<file path="src/hdl/rbp_pkg.sv">
// Shared types, phase codes and field tables for the record body byte parser.
`timescale 1ns / 1ps

package rbp_pkg;

	localparam int TAG_W = 5;

	localparam logic [TAG_W-1:0] PH_ID         = 5'd0;
	localparam logic [TAG_W-1:0] PH_LAYER      = 5'd1;
	localparam logic [TAG_W-1:0] PH_PCLASS     = 5'd2;
	localparam logic [TAG_W-1:0] PH_CLOCK      = 5'd3;
	localparam logic [TAG_W-1:0] PH_RESERVED   = 5'd4;
	localparam logic [TAG_W-1:0] PH_TS         = 5'd5;
	localparam logic [TAG_W-1:0] PH_VER        = 5'd6;
	localparam logic [TAG_W-1:0] PH_HASH       = 5'd7;
	localparam logic [TAG_W-1:0] PH_PATH_LEN   = 5'd8;
	localparam logic [TAG_W-1:0] PH_PATH       = 5'd9;
	localparam logic [TAG_W-1:0] PH_TYPE_LEN   = 5'd10;
	localparam logic [TAG_W-1:0] PH_TYPE       = 5'd11;
	localparam logic [TAG_W-1:0] PH_KIND_LEN   = 5'd12;
	localparam logic [TAG_W-1:0] PH_KIND       = 5'd13;
	localparam logic [TAG_W-1:0] PH_META_CNT   = 5'd14;
	localparam logic [TAG_W-1:0] PH_KEY_LEN    = 5'd15;
	localparam logic [TAG_W-1:0] PH_KEY        = 5'd16;
	localparam logic [TAG_W-1:0] PH_VAL_LEN    = 5'd17;
	localparam logic [TAG_W-1:0] PH_VAL        = 5'd18;
	localparam logic [TAG_W-1:0] PH_LINK_CNT   = 5'd19;
	localparam logic [TAG_W-1:0] PH_LINK_TGT   = 5'd20;
	localparam logic [TAG_W-1:0] PH_REL_LEN    = 5'd21;
	localparam logic [TAG_W-1:0] PH_REL        = 5'd22;
	localparam logic [TAG_W-1:0] PH_PAYLOAD_LEN = 5'd23;
	localparam logic [TAG_W-1:0] PH_PAYLOAD    = 5'd24;
	localparam logic [TAG_W-1:0] PH_TRAIL      = 5'd25;

	localparam logic [1:0] ST_PARSING  = 2'd0;
	localparam logic [1:0] ST_COMPLETE = 2'd1;
	localparam logic [1:0] ST_CORRUPT  = 2'd2;

	// Length of each field whose size is fixed by the layout; string bodies
	// take their length from the preceding length field instead.
	function automatic logic [31:0] fixed_len(input logic [TAG_W-1:0] ph);
		logic [31:0] len;
		case (ph)
			PH_ID:          len = 32'd16;
			PH_LAYER:       len = 32'd1;
			PH_PCLASS:      len = 32'd1;
			PH_CLOCK:       len = 32'd1;
			PH_RESERVED:    len = 32'd1;
			PH_TS:          len = 32'd8;
			PH_VER:         len = 32'd4;
			PH_HASH:        len = 32'd32;
			PH_PATH_LEN:    len = 32'd2;
			PH_TYPE_LEN:    len = 32'd2;
			PH_KIND_LEN:    len = 32'd2;
			PH_META_CNT:    len = 32'd2;
			PH_KEY_LEN:     len = 32'd2;
			PH_VAL_LEN:     len = 32'd2;
			PH_LINK_CNT:    len = 32'd2;
			PH_LINK_TGT:    len = 32'd16;
			PH_REL_LEN:     len = 32'd2;
			PH_PAYLOAD_LEN: len = 32'd4;
			default:        len = 32'd0;
		endcase
		return len;
	endfunction

	// Fields whose bytes form a little-endian number.
	function automatic logic is_numeric(input logic [TAG_W-1:0] ph);
		logic num;
		case (ph)
			PH_LAYER, PH_PCLASS, PH_CLOCK, PH_RESERVED, PH_TS, PH_VER,
			PH_PATH_LEN, PH_TYPE_LEN, PH_KIND_LEN, PH_META_CNT, PH_KEY_LEN,
			PH_VAL_LEN, PH_LINK_CNT, PH_REL_LEN, PH_PAYLOAD_LEN: num = 1'b1;
			default: num = 1'b0;
		endcase
		return num;
	endfunction

	typedef struct packed {
		logic [TAG_W-1:0] field_tag;
		logic [7:0]       byte_value;
		logic [31:0]      offset_in_field;
		logic [15:0]      entry_index;
		logic             field_end;
		logic [63:0]      field_value;
		logic [1:0]       parse_status;
	} rbp_result_t;

endpackage

</file>
<file path="src/hdl/rbp_step.sv">
// Parse state registers and the per-byte next-state and tagging logic.
`timescale 1ns / 1ps

module rbp_step (
	input  logic                clk,
	input  logic                arst_n,
	input  logic                take,
	input  logic [7:0]          data_byte,
	input  logic                is_last,
	output rbp_pkg::rbp_result_t res
);

	logic [rbp_pkg::TAG_W-1:0] phase_q, phase_d;
	logic [31:0] offset_q, offset_d;
	logic [31:0] length_q, length_d;
	logic [63:0] acc_q, acc_d;
	logic [15:0] meta_rem_q, meta_rem_d;
	logic [15:0] link_rem_q, link_rem_d;
	logic [15:0] list_idx_q, list_idx_d;

	logic [63:0] acc_upd;
	logic [31:0] off_inc;
	logic [31:0] n;
	logic [15:0] meta_dec;
	logic [15:0] link_dec;
	logic        numeric;
	logic        done;
	logic        go;
	logic        use_n;
	logic [rbp_pkg::TAG_W-1:0] nph;

	always_comb begin
		numeric  = rbp_pkg::is_numeric(phase_q);
		off_inc  = offset_q + 32'd1;
		acc_upd  = acc_q;
		if (numeric && offset_q < 32'd8) begin
			acc_upd = acc_q | ({56'd0, data_byte} << {offset_q[2:0], 3'b000});
		end
		n        = acc_upd[31:0];
		meta_dec = meta_rem_q - 16'd1;
		link_dec = link_rem_q - 16'd1;
		done     = (phase_q != rbp_pkg::PH_TRAIL) && (off_inc >= length_q);

		phase_d    = phase_q;
		offset_d   = offset_q;
		length_d   = length_q;
		acc_d      = acc_q;
		meta_rem_d = meta_rem_q;
		link_rem_d = link_rem_q;
		list_idx_d = list_idx_q;
		go         = 1'b0;
		use_n      = 1'b0;
		nph        = phase_q;

		if (phase_q == rbp_pkg::PH_TRAIL) begin
			if (offset_q != 32'hFFFF_FFFF) begin
				offset_d = off_inc;
			end
		end else begin
			offset_d = off_inc;
			acc_d    = acc_upd;
		end

		// Choose the next field when the current one completes. A zero length
		// or count skips straight to whatever follows it.
		if (done) begin
			go = 1'b1;
			case (phase_q)
				rbp_pkg::PH_PATH_LEN: begin
					use_n = (n != 32'd0);
					nph   = use_n ? rbp_pkg::PH_PATH : rbp_pkg::PH_TYPE_LEN;
				end
				rbp_pkg::PH_PATH: nph = rbp_pkg::PH_TYPE_LEN;
				rbp_pkg::PH_TYPE_LEN: begin
					use_n = (n != 32'd0);
					nph   = use_n ? rbp_pkg::PH_TYPE : rbp_pkg::PH_KIND_LEN;
				end
				rbp_pkg::PH_TYPE: nph = rbp_pkg::PH_KIND_LEN;
				rbp_pkg::PH_KIND_LEN: begin
					use_n = (n != 32'd0);
					nph   = use_n ? rbp_pkg::PH_KIND : rbp_pkg::PH_META_CNT;
				end
				rbp_pkg::PH_KIND: nph = rbp_pkg::PH_META_CNT;
				rbp_pkg::PH_META_CNT: begin
					meta_rem_d = n[15:0];
					list_idx_d = 16'd0;
					nph = (n[15:0] != 16'd0) ? rbp_pkg::PH_KEY_LEN : rbp_pkg::PH_LINK_CNT;
				end
				rbp_pkg::PH_KEY_LEN: begin
					use_n = (n != 32'd0);
					nph   = use_n ? rbp_pkg::PH_KEY : rbp_pkg::PH_VAL_LEN;
				end
				rbp_pkg::PH_KEY: nph = rbp_pkg::PH_VAL_LEN;
				rbp_pkg::PH_VAL_LEN, rbp_pkg::PH_VAL: begin
					if (phase_q == rbp_pkg::PH_VAL_LEN && n != 32'd0) begin
						use_n = 1'b1;
						nph   = rbp_pkg::PH_VAL;
					end else begin
						meta_rem_d = meta_dec;
						list_idx_d = list_idx_q + 16'd1;
						nph = (meta_dec != 16'd0) ? rbp_pkg::PH_KEY_LEN : rbp_pkg::PH_LINK_CNT;
					end
				end
				rbp_pkg::PH_LINK_CNT: begin
					link_rem_d = n[15:0];
					list_idx_d = 16'd0;
					nph = (n[15:0] != 16'd0) ? rbp_pkg::PH_LINK_TGT
					                         : rbp_pkg::PH_PAYLOAD_LEN;
				end
				rbp_pkg::PH_LINK_TGT: nph = rbp_pkg::PH_REL_LEN;
				rbp_pkg::PH_REL_LEN, rbp_pkg::PH_REL: begin
					if (phase_q == rbp_pkg::PH_REL_LEN && n != 32'd0) begin
						use_n = 1'b1;
						nph   = rbp_pkg::PH_REL;
					end else begin
						link_rem_d = link_dec;
						list_idx_d = list_idx_q + 16'd1;
						nph = (link_dec != 16'd0) ? rbp_pkg::PH_LINK_TGT
						                          : rbp_pkg::PH_PAYLOAD_LEN;
					end
				end
				rbp_pkg::PH_PAYLOAD_LEN: begin
					use_n = (n != 32'd0);
					nph   = use_n ? rbp_pkg::PH_PAYLOAD : rbp_pkg::PH_TRAIL;
				end
				rbp_pkg::PH_PAYLOAD: nph = rbp_pkg::PH_TRAIL;
				default: begin
					if (phase_q < rbp_pkg::PH_PATH_LEN) begin
						nph = phase_q + 5'd1;
					end else begin
						nph = rbp_pkg::PH_TRAIL;
					end
				end
			endcase
		end

		if (go) begin
			phase_d  = nph;
			length_d = use_n ? n : rbp_pkg::fixed_len(nph);
			offset_d = 32'd0;
			acc_d    = 64'd0;
		end

		res.field_tag       = phase_q;
		res.byte_value      = data_byte;
		res.offset_in_field = offset_q;
		res.entry_index     = ((phase_q >= rbp_pkg::PH_KEY_LEN && phase_q <= rbp_pkg::PH_VAL) ||
		                       (phase_q >= rbp_pkg::PH_LINK_TGT && phase_q <= rbp_pkg::PH_REL))
		                      ? list_idx_q : 16'd0;
		res.field_end       = done;
		res.field_value     = (done && numeric) ? acc_upd : 64'd0;
		if (phase_d == rbp_pkg::PH_TRAIL) begin
			res.parse_status = rbp_pkg::ST_COMPLETE;
		end else if (is_last) begin
			res.parse_status = rbp_pkg::ST_CORRUPT;
		end else begin
			res.parse_status = rbp_pkg::ST_PARSING;
		end

		// The final byte of a body puts the parser back at the start.
		if (is_last) begin
			phase_d    = rbp_pkg::PH_ID;
			offset_d   = 32'd0;
			length_d   = rbp_pkg::fixed_len(rbp_pkg::PH_ID);
			acc_d      = 64'd0;
			meta_rem_d = 16'd0;
			link_rem_d = 16'd0;
			list_idx_d = 16'd0;
		end
	end

	always_ff @(posedge clk or negedge arst_n) begin
		if (!arst_n) begin
			phase_q    <= rbp_pkg::PH_ID;
			offset_q   <= 32'd0;
			length_q   <= rbp_pkg::fixed_len(rbp_pkg::PH_ID);
			acc_q      <= 64'd0;
			meta_rem_q <= 16'd0;
			link_rem_q <= 16'd0;
			list_idx_q <= 16'd0;
		end else if (take) begin
			phase_q    <= phase_d;
			offset_q   <= offset_d;
			length_q   <= length_d;
			acc_q      <= acc_d;
			meta_rem_q <= meta_rem_d;
			link_rem_q <= link_rem_d;
			list_idx_q <= list_idx_d;
		end
	end

endmodule

</file>
<file path="src/hdl/rbp_out_reg.sv">
// Result register with the output handshake and the input ready.
`timescale 1ns / 1ps

module rbp_out_reg (
	input  logic                 clk,
	input  logic                 arst_n,
	input  logic                 in_valid,
	output logic                 in_ready,
	input  rbp_pkg::rbp_result_t res_in,
	output logic                 out_valid,
	input  logic                 out_ready,
	output rbp_pkg::rbp_result_t res_out
);

	logic                 valid_q;
	rbp_pkg::rbp_result_t res_q;

	// The register can load whenever it is empty or its request leaves now.
	assign in_ready  = !valid_q || out_ready;
	assign out_valid = valid_q;
	assign res_out   = res_q;

	always_ff @(posedge clk or negedge arst_n) begin
		if (!arst_n) begin
			valid_q <= 1'b0;
		end else if (in_valid && in_ready) begin
			valid_q <= 1'b1;
		end else if (out_ready) begin
			valid_q <= 1'b0;
		end
	end

	always_ff @(posedge clk) begin
		if (in_valid && in_ready) begin
			res_q <= res_in;
		end
	end

endmodule

</file>
<file path="src/hdl/record_body_byte_parser.sv">
// Top level of the record body byte parser.
`timescale 1ns / 1ps

// The record body byte parser takes a record body one byte per request on the
// slave stream (s_tdata holds the byte, s_tlast marks the final byte of the
// body) and returns one result request on the master stream for every byte.
// Each result names the field that the byte belongs to (m_tuser), the byte
// itself, its offset within the field, the meta pair or link index for list
// fields, whether the byte closes its field, the little-endian value of a
// numeric field at its last byte, and the parse status.
// The result is registered: a byte accepted at one edge shows its result from
// that edge on. Throughput is one byte per cycle; the only limit is the
// single result register, whose ready feeds back to s_tready.
// When m_tready is low the result register holds its request, and s_tready
// drops until it is taken, so no result is lost or repeated.
// Reset puts the parser at the start of the id field with all counters at
// zero and empties the result register. The byte carrying s_tlast also
// returns the parser to that start state, so the next byte opens a new body.
// A body that ends before its payload is complete reports status corrupt on
// its final byte; bytes after the payload are tagged trailing.

module record_body_byte_parser (
	input  logic         clk,
	input  logic         arst_n,
	input  logic         s_tvalid,
	output logic         s_tready,
	input  logic [7:0]   s_tdata,   // [7:0] data_byte
	input  logic         s_tlast,   // is_last
	output logic         m_tvalid,
	input  logic         m_tready,
	// [7:0] byte_value, [39:8] offset_in_field, [55:40] entry_index,
	// [56] field_end, [120:57] field_value, [122:121] parse_status, rest zero
	output logic [127:0] m_tdata,
	output logic [4:0]   m_tuser    // [4:0] field_tag
);

	rbp_pkg::rbp_result_t step_res;
	rbp_pkg::rbp_result_t out_res;
	logic                 take;

	assign take = s_tvalid && s_tready;

	rbp_step u_step (
		.clk       (clk),
		.arst_n    (arst_n),
		.take      (take),
		.data_byte (s_tdata),
		.is_last   (s_tlast),
		.res       (step_res)
	);

	rbp_out_reg u_out (
		.clk       (clk),
		.arst_n    (arst_n),
		.in_valid  (s_tvalid),
		.in_ready  (s_tready),
		.res_in    (step_res),
		.out_valid (m_tvalid),
		.out_ready (m_tready),
		.res_out   (out_res)
	);

	assign m_tuser = out_res.field_tag;
	assign m_tdata = {5'd0,
	                  out_res.parse_status,
	                  out_res.field_value,
	                  out_res.field_end,
	                  out_res.entry_index,
	                  out_res.offset_in_field,
	                  out_res.byte_value};

endmodule
</file>
<file path="config.mk">
export PLATFORM = sky130hd
export DESIGN_NAME = record_body_byte_parser
export DESIGN_NICKNAME = d
export VERILOG_FILES = /design/src/hdl/rbp_pkg.sv /design/src/hdl/rbp_step.sv /design/src/hdl/rbp_out_reg.sv /design/src/hdl/record_body_byte_parser.sv
export SDC_FILE = /design/constraint.sdc
export NUM_CORES = 1
export LEC_CHECK = 0
export ABC_AREA = 1
export BUFFER_PORTS_ARGS = -buffer_cell sky130_fd_sc_hd__buf_2
export CORE_MARGIN = 3
export CORE_UTILIZATION = 65
export DETAILED_ROUTE_END_ITERATION = 10
export PLACE_DENSITY = 0.86
export SLEW_MARGIN = 20
export SYNTH_ARGS = -nofsm -noshare
export SYNTH_HDL_FRONTEND = slang
export SYNTH_SLANG_ARGS = --single-unit
export TNS_END_PERCENT = 1
</file>
<file path="constraint.sdc">
create_clock -name clk -period 11.3 [get_ports clk]
set_clock_uncertainty 0.2 [all_clocks]
set_input_delay 0.565 -clock clk [delete_from_list [all_inputs] [get_ports clk]]
set_output_delay 0.565 -clock clk [all_outputs]
set_load 0.05 [all_outputs]
</file>
==> reports/results.ini <==
[floorplanning]
die-area_um2=26830
start_util_pct=66.36
die_w_um=163.8
row_count=57
core-area_um2=24390
io_pins=148
die_y_um=163.8

[synthesis]
yosysUniqueCellTypes=52
seq_area_frac_synth_pct=51.89
synth_area_leader_cell=dfrtp_1
avgSynthCellArea_um2=8.528
ys_warn_count=0
syn_inst=1898
synth.cell_area_um2=16190
ys_ff_latch=310
synthTopCellsByArea=dfrtp_1 28%, edfxtp_1 24%, nand2_1 7.0%, nor2_1 7.0%, inv_1 5.6%
synth_top_cell_area_share_pct=27.98

[route]
vias=13690
first_pass_iters=7
wl_per_cell_um=17.20
viasPerCell=5.811
antenna_left=0
wl_mm=40.53
dr.first_iter.drc_count=1732
drc=0

[clock_tree]
cts_buffers=34
cts.clk_slew.worst_paths_ns=0.06
cts_num_sinks=310
cts.root.buffer_cell=clkbuf_16
cts_htree_levels=2
ctsResizeCount=0
cts_max_path_buffers=3
clk-insertion-delay-late_ns=0.51
cts_hold_buffers=0
cts_setup_buffers=0
cts_tree=done

[timing]
slew_violations=0
setup_slack_ns=3.870
fin_setup_tns_ns=0
slew_headroom_pct=30.20
period_share_pct=65.75
max_freq_mhz=134.6
fin_hold_ws_ns=-0.05264
hold_viol_final=49
rsz0062_at_grt=false
tightest_slew_ns=1.044
finalCriticalPeriod_ns=7.430
setup_viol=0

[setup_path]
critPathArrivalTime_ns=7.58
start_kind=register
criticalPathCategory=reg -> reg
critical-path-max-stage-delay_ns=0.66
critPathRequiredTime_ns=11.45
crit_slowest_cell=nor2_1
path_common_cell=nand2_1
rr_worst_depth=38
worst_setup_path_end_kind=register
r2r_slack_ns=3.87
path_max_fanout=56

[layout]
drive_gt1_share_pct=12.16
post-route-util_pct=74.35
final_cell_mix=300 x nand2_1, 298 x nor2_1, 240 x inv_1
area_delta_synth_final_pct=12.04
seqCellArea_um2=8399
diodes=0
nets=2063
nFillCells=1736
multi_input_area_um2=6480
mostFrequentLayoutCell=nand2_1

[grt]
grt.total_usage_pct=30.37
grt_max_degree=100
grt_overflow=0
antenna_found_initial=0
grt_pass1_vias=12960
grt_pass1_wl_mm=65.38

[placed_design]
io_buffers=142
gp_congestion=0.9453
hpwlAfterDp_mm=27.99
dp_worst_setup_slack_ns=4.156

[power]
vdd_drop_max_uv=112.6
leakage_uw=0.008294
power_uw=2718
p_per_area_nw_per_um2=149.9

[worst_hold_path]
min_path_type=in -> async

[status]
violations=negative hold slack
status=finished with violations

[run]
cap_violations=0

-- synth_stat cells (all sizes together) --
cell	number
nor2	310
nand2	303
inv	252
dfrtp	181
nand3	161
o21ai	131
edfxtp	128
a21oi	70
clkbuf	53
ha	42
nor3	42
xor2	39
buf	33
o31ai	33
a22o	30
nand4	22
o22ai	14
xnor2	11
nor4	6
o2111ai	6
o211ai	5
clkinv	4
nor3b	4
o21bai	2
o221ai	2
o311ai	2
o41ai	2
a211oi	1
a22oi	1
a31oi	1
and3	1
conb	1
dfstp	1
mux2	1
nand3b	1
o31a	1
or2	1
-- cells by family (layout without fill, tap and decap cells) --
family,count (synthesis),count (layout),share of synthesized area (%)
XOR/XNOR,50,50,2.706
buffers and inverters,342,472,8.341
flip-flops,310,310,51.89
AO/OA/AOI/OAI,301,301,11.19
multiplexers,1,1,0.06957
other,1,5,0.02317
AND/OR/NAND/NOR,851,851,22.53
adder cells (fa/ha/maj),42,42,3.247
-- state kept, by name (all words and copies together) (netlist names) --
name,flops
u_step.acc_q,64
u_step.length_q,32
u_out.res_out,128
u_step.phase_q,5
u_step.link_rem_q,16
u_step.list_idx_q,16
u_out.out_valid,1
u_step.offset_q,32
u_step.meta_rem_q,16
-- worst paths after layout --
path                                     from                   end
min                                    arst_n  u_step.link_rem_q[0]
min reg2reg                  u_step.acc_q[48]      u_step.acc_q[48]
max                        u_step.offset_q[1]  u_step.meta_rem_q[5]
max reg2reg                u_step.offset_q[1]  u_step.meta_rem_q[5]
max in group asynchronous              arst_n   u_step.length_q[28]
min in group clk                   s_tdata[3]    u_out.res_out[118]
-- worst max-delay path, delay by kind of cell (launching register included) --
kind                       cells  cell delay, ns
DFF                            1            0.63
adders and majority gates      2            0.56
buffers and inverters          8            1.76
AOI/OAI and AO/OA              1            0.10
and+or+nand+nor               26            3.76
xor gates and xnor gates       1            0.18
-- layer usage --
| layer | wire (µm) | GRT usage [%] | vias to the layer above | share of wire, % |
|---|---|---|---|---|
| met1 | 16860 | 42.21 | 6386 | 42 |
| met4 | 1591 | 12.73 | 0 | 3.9 |
| met5 | 0 | 0 | - | 0 |
| met3 | 3299 | 5.372 | 122 | 8.1 |
| li1 | - | - | 6516 | - |
| met2 | 18780 | 47.62 | 667 | 46 |
-- report_power, final --
part | internal, µW | switching (µW)
sequential | 1220 | 26.6
clock | 629 | 439
combinational | 95.9 | 307
-- final cells by class --
class                   instances  share of cell area [%]
repair buffers                156                   4.554
clock buffers                  47                   5.188
flip-flops and latches        310                   46.32
clock inverters                13                  0.6623
inverters                     256                   5.313
well taps                     324                   2.235
multi-input cells            1250                   35.73
-- metrics by stage --
stage / std cells / cell area [µm²]
floorplan: 1902 / 16200
global placement: 2296 / 17060
detailed placement: 2296 / 17070
CTS: 2356 / 18130
global route: 2356 / 18130
finish: 2356 / 18130
Note: power is estimated with default switching activity, not from simulation.
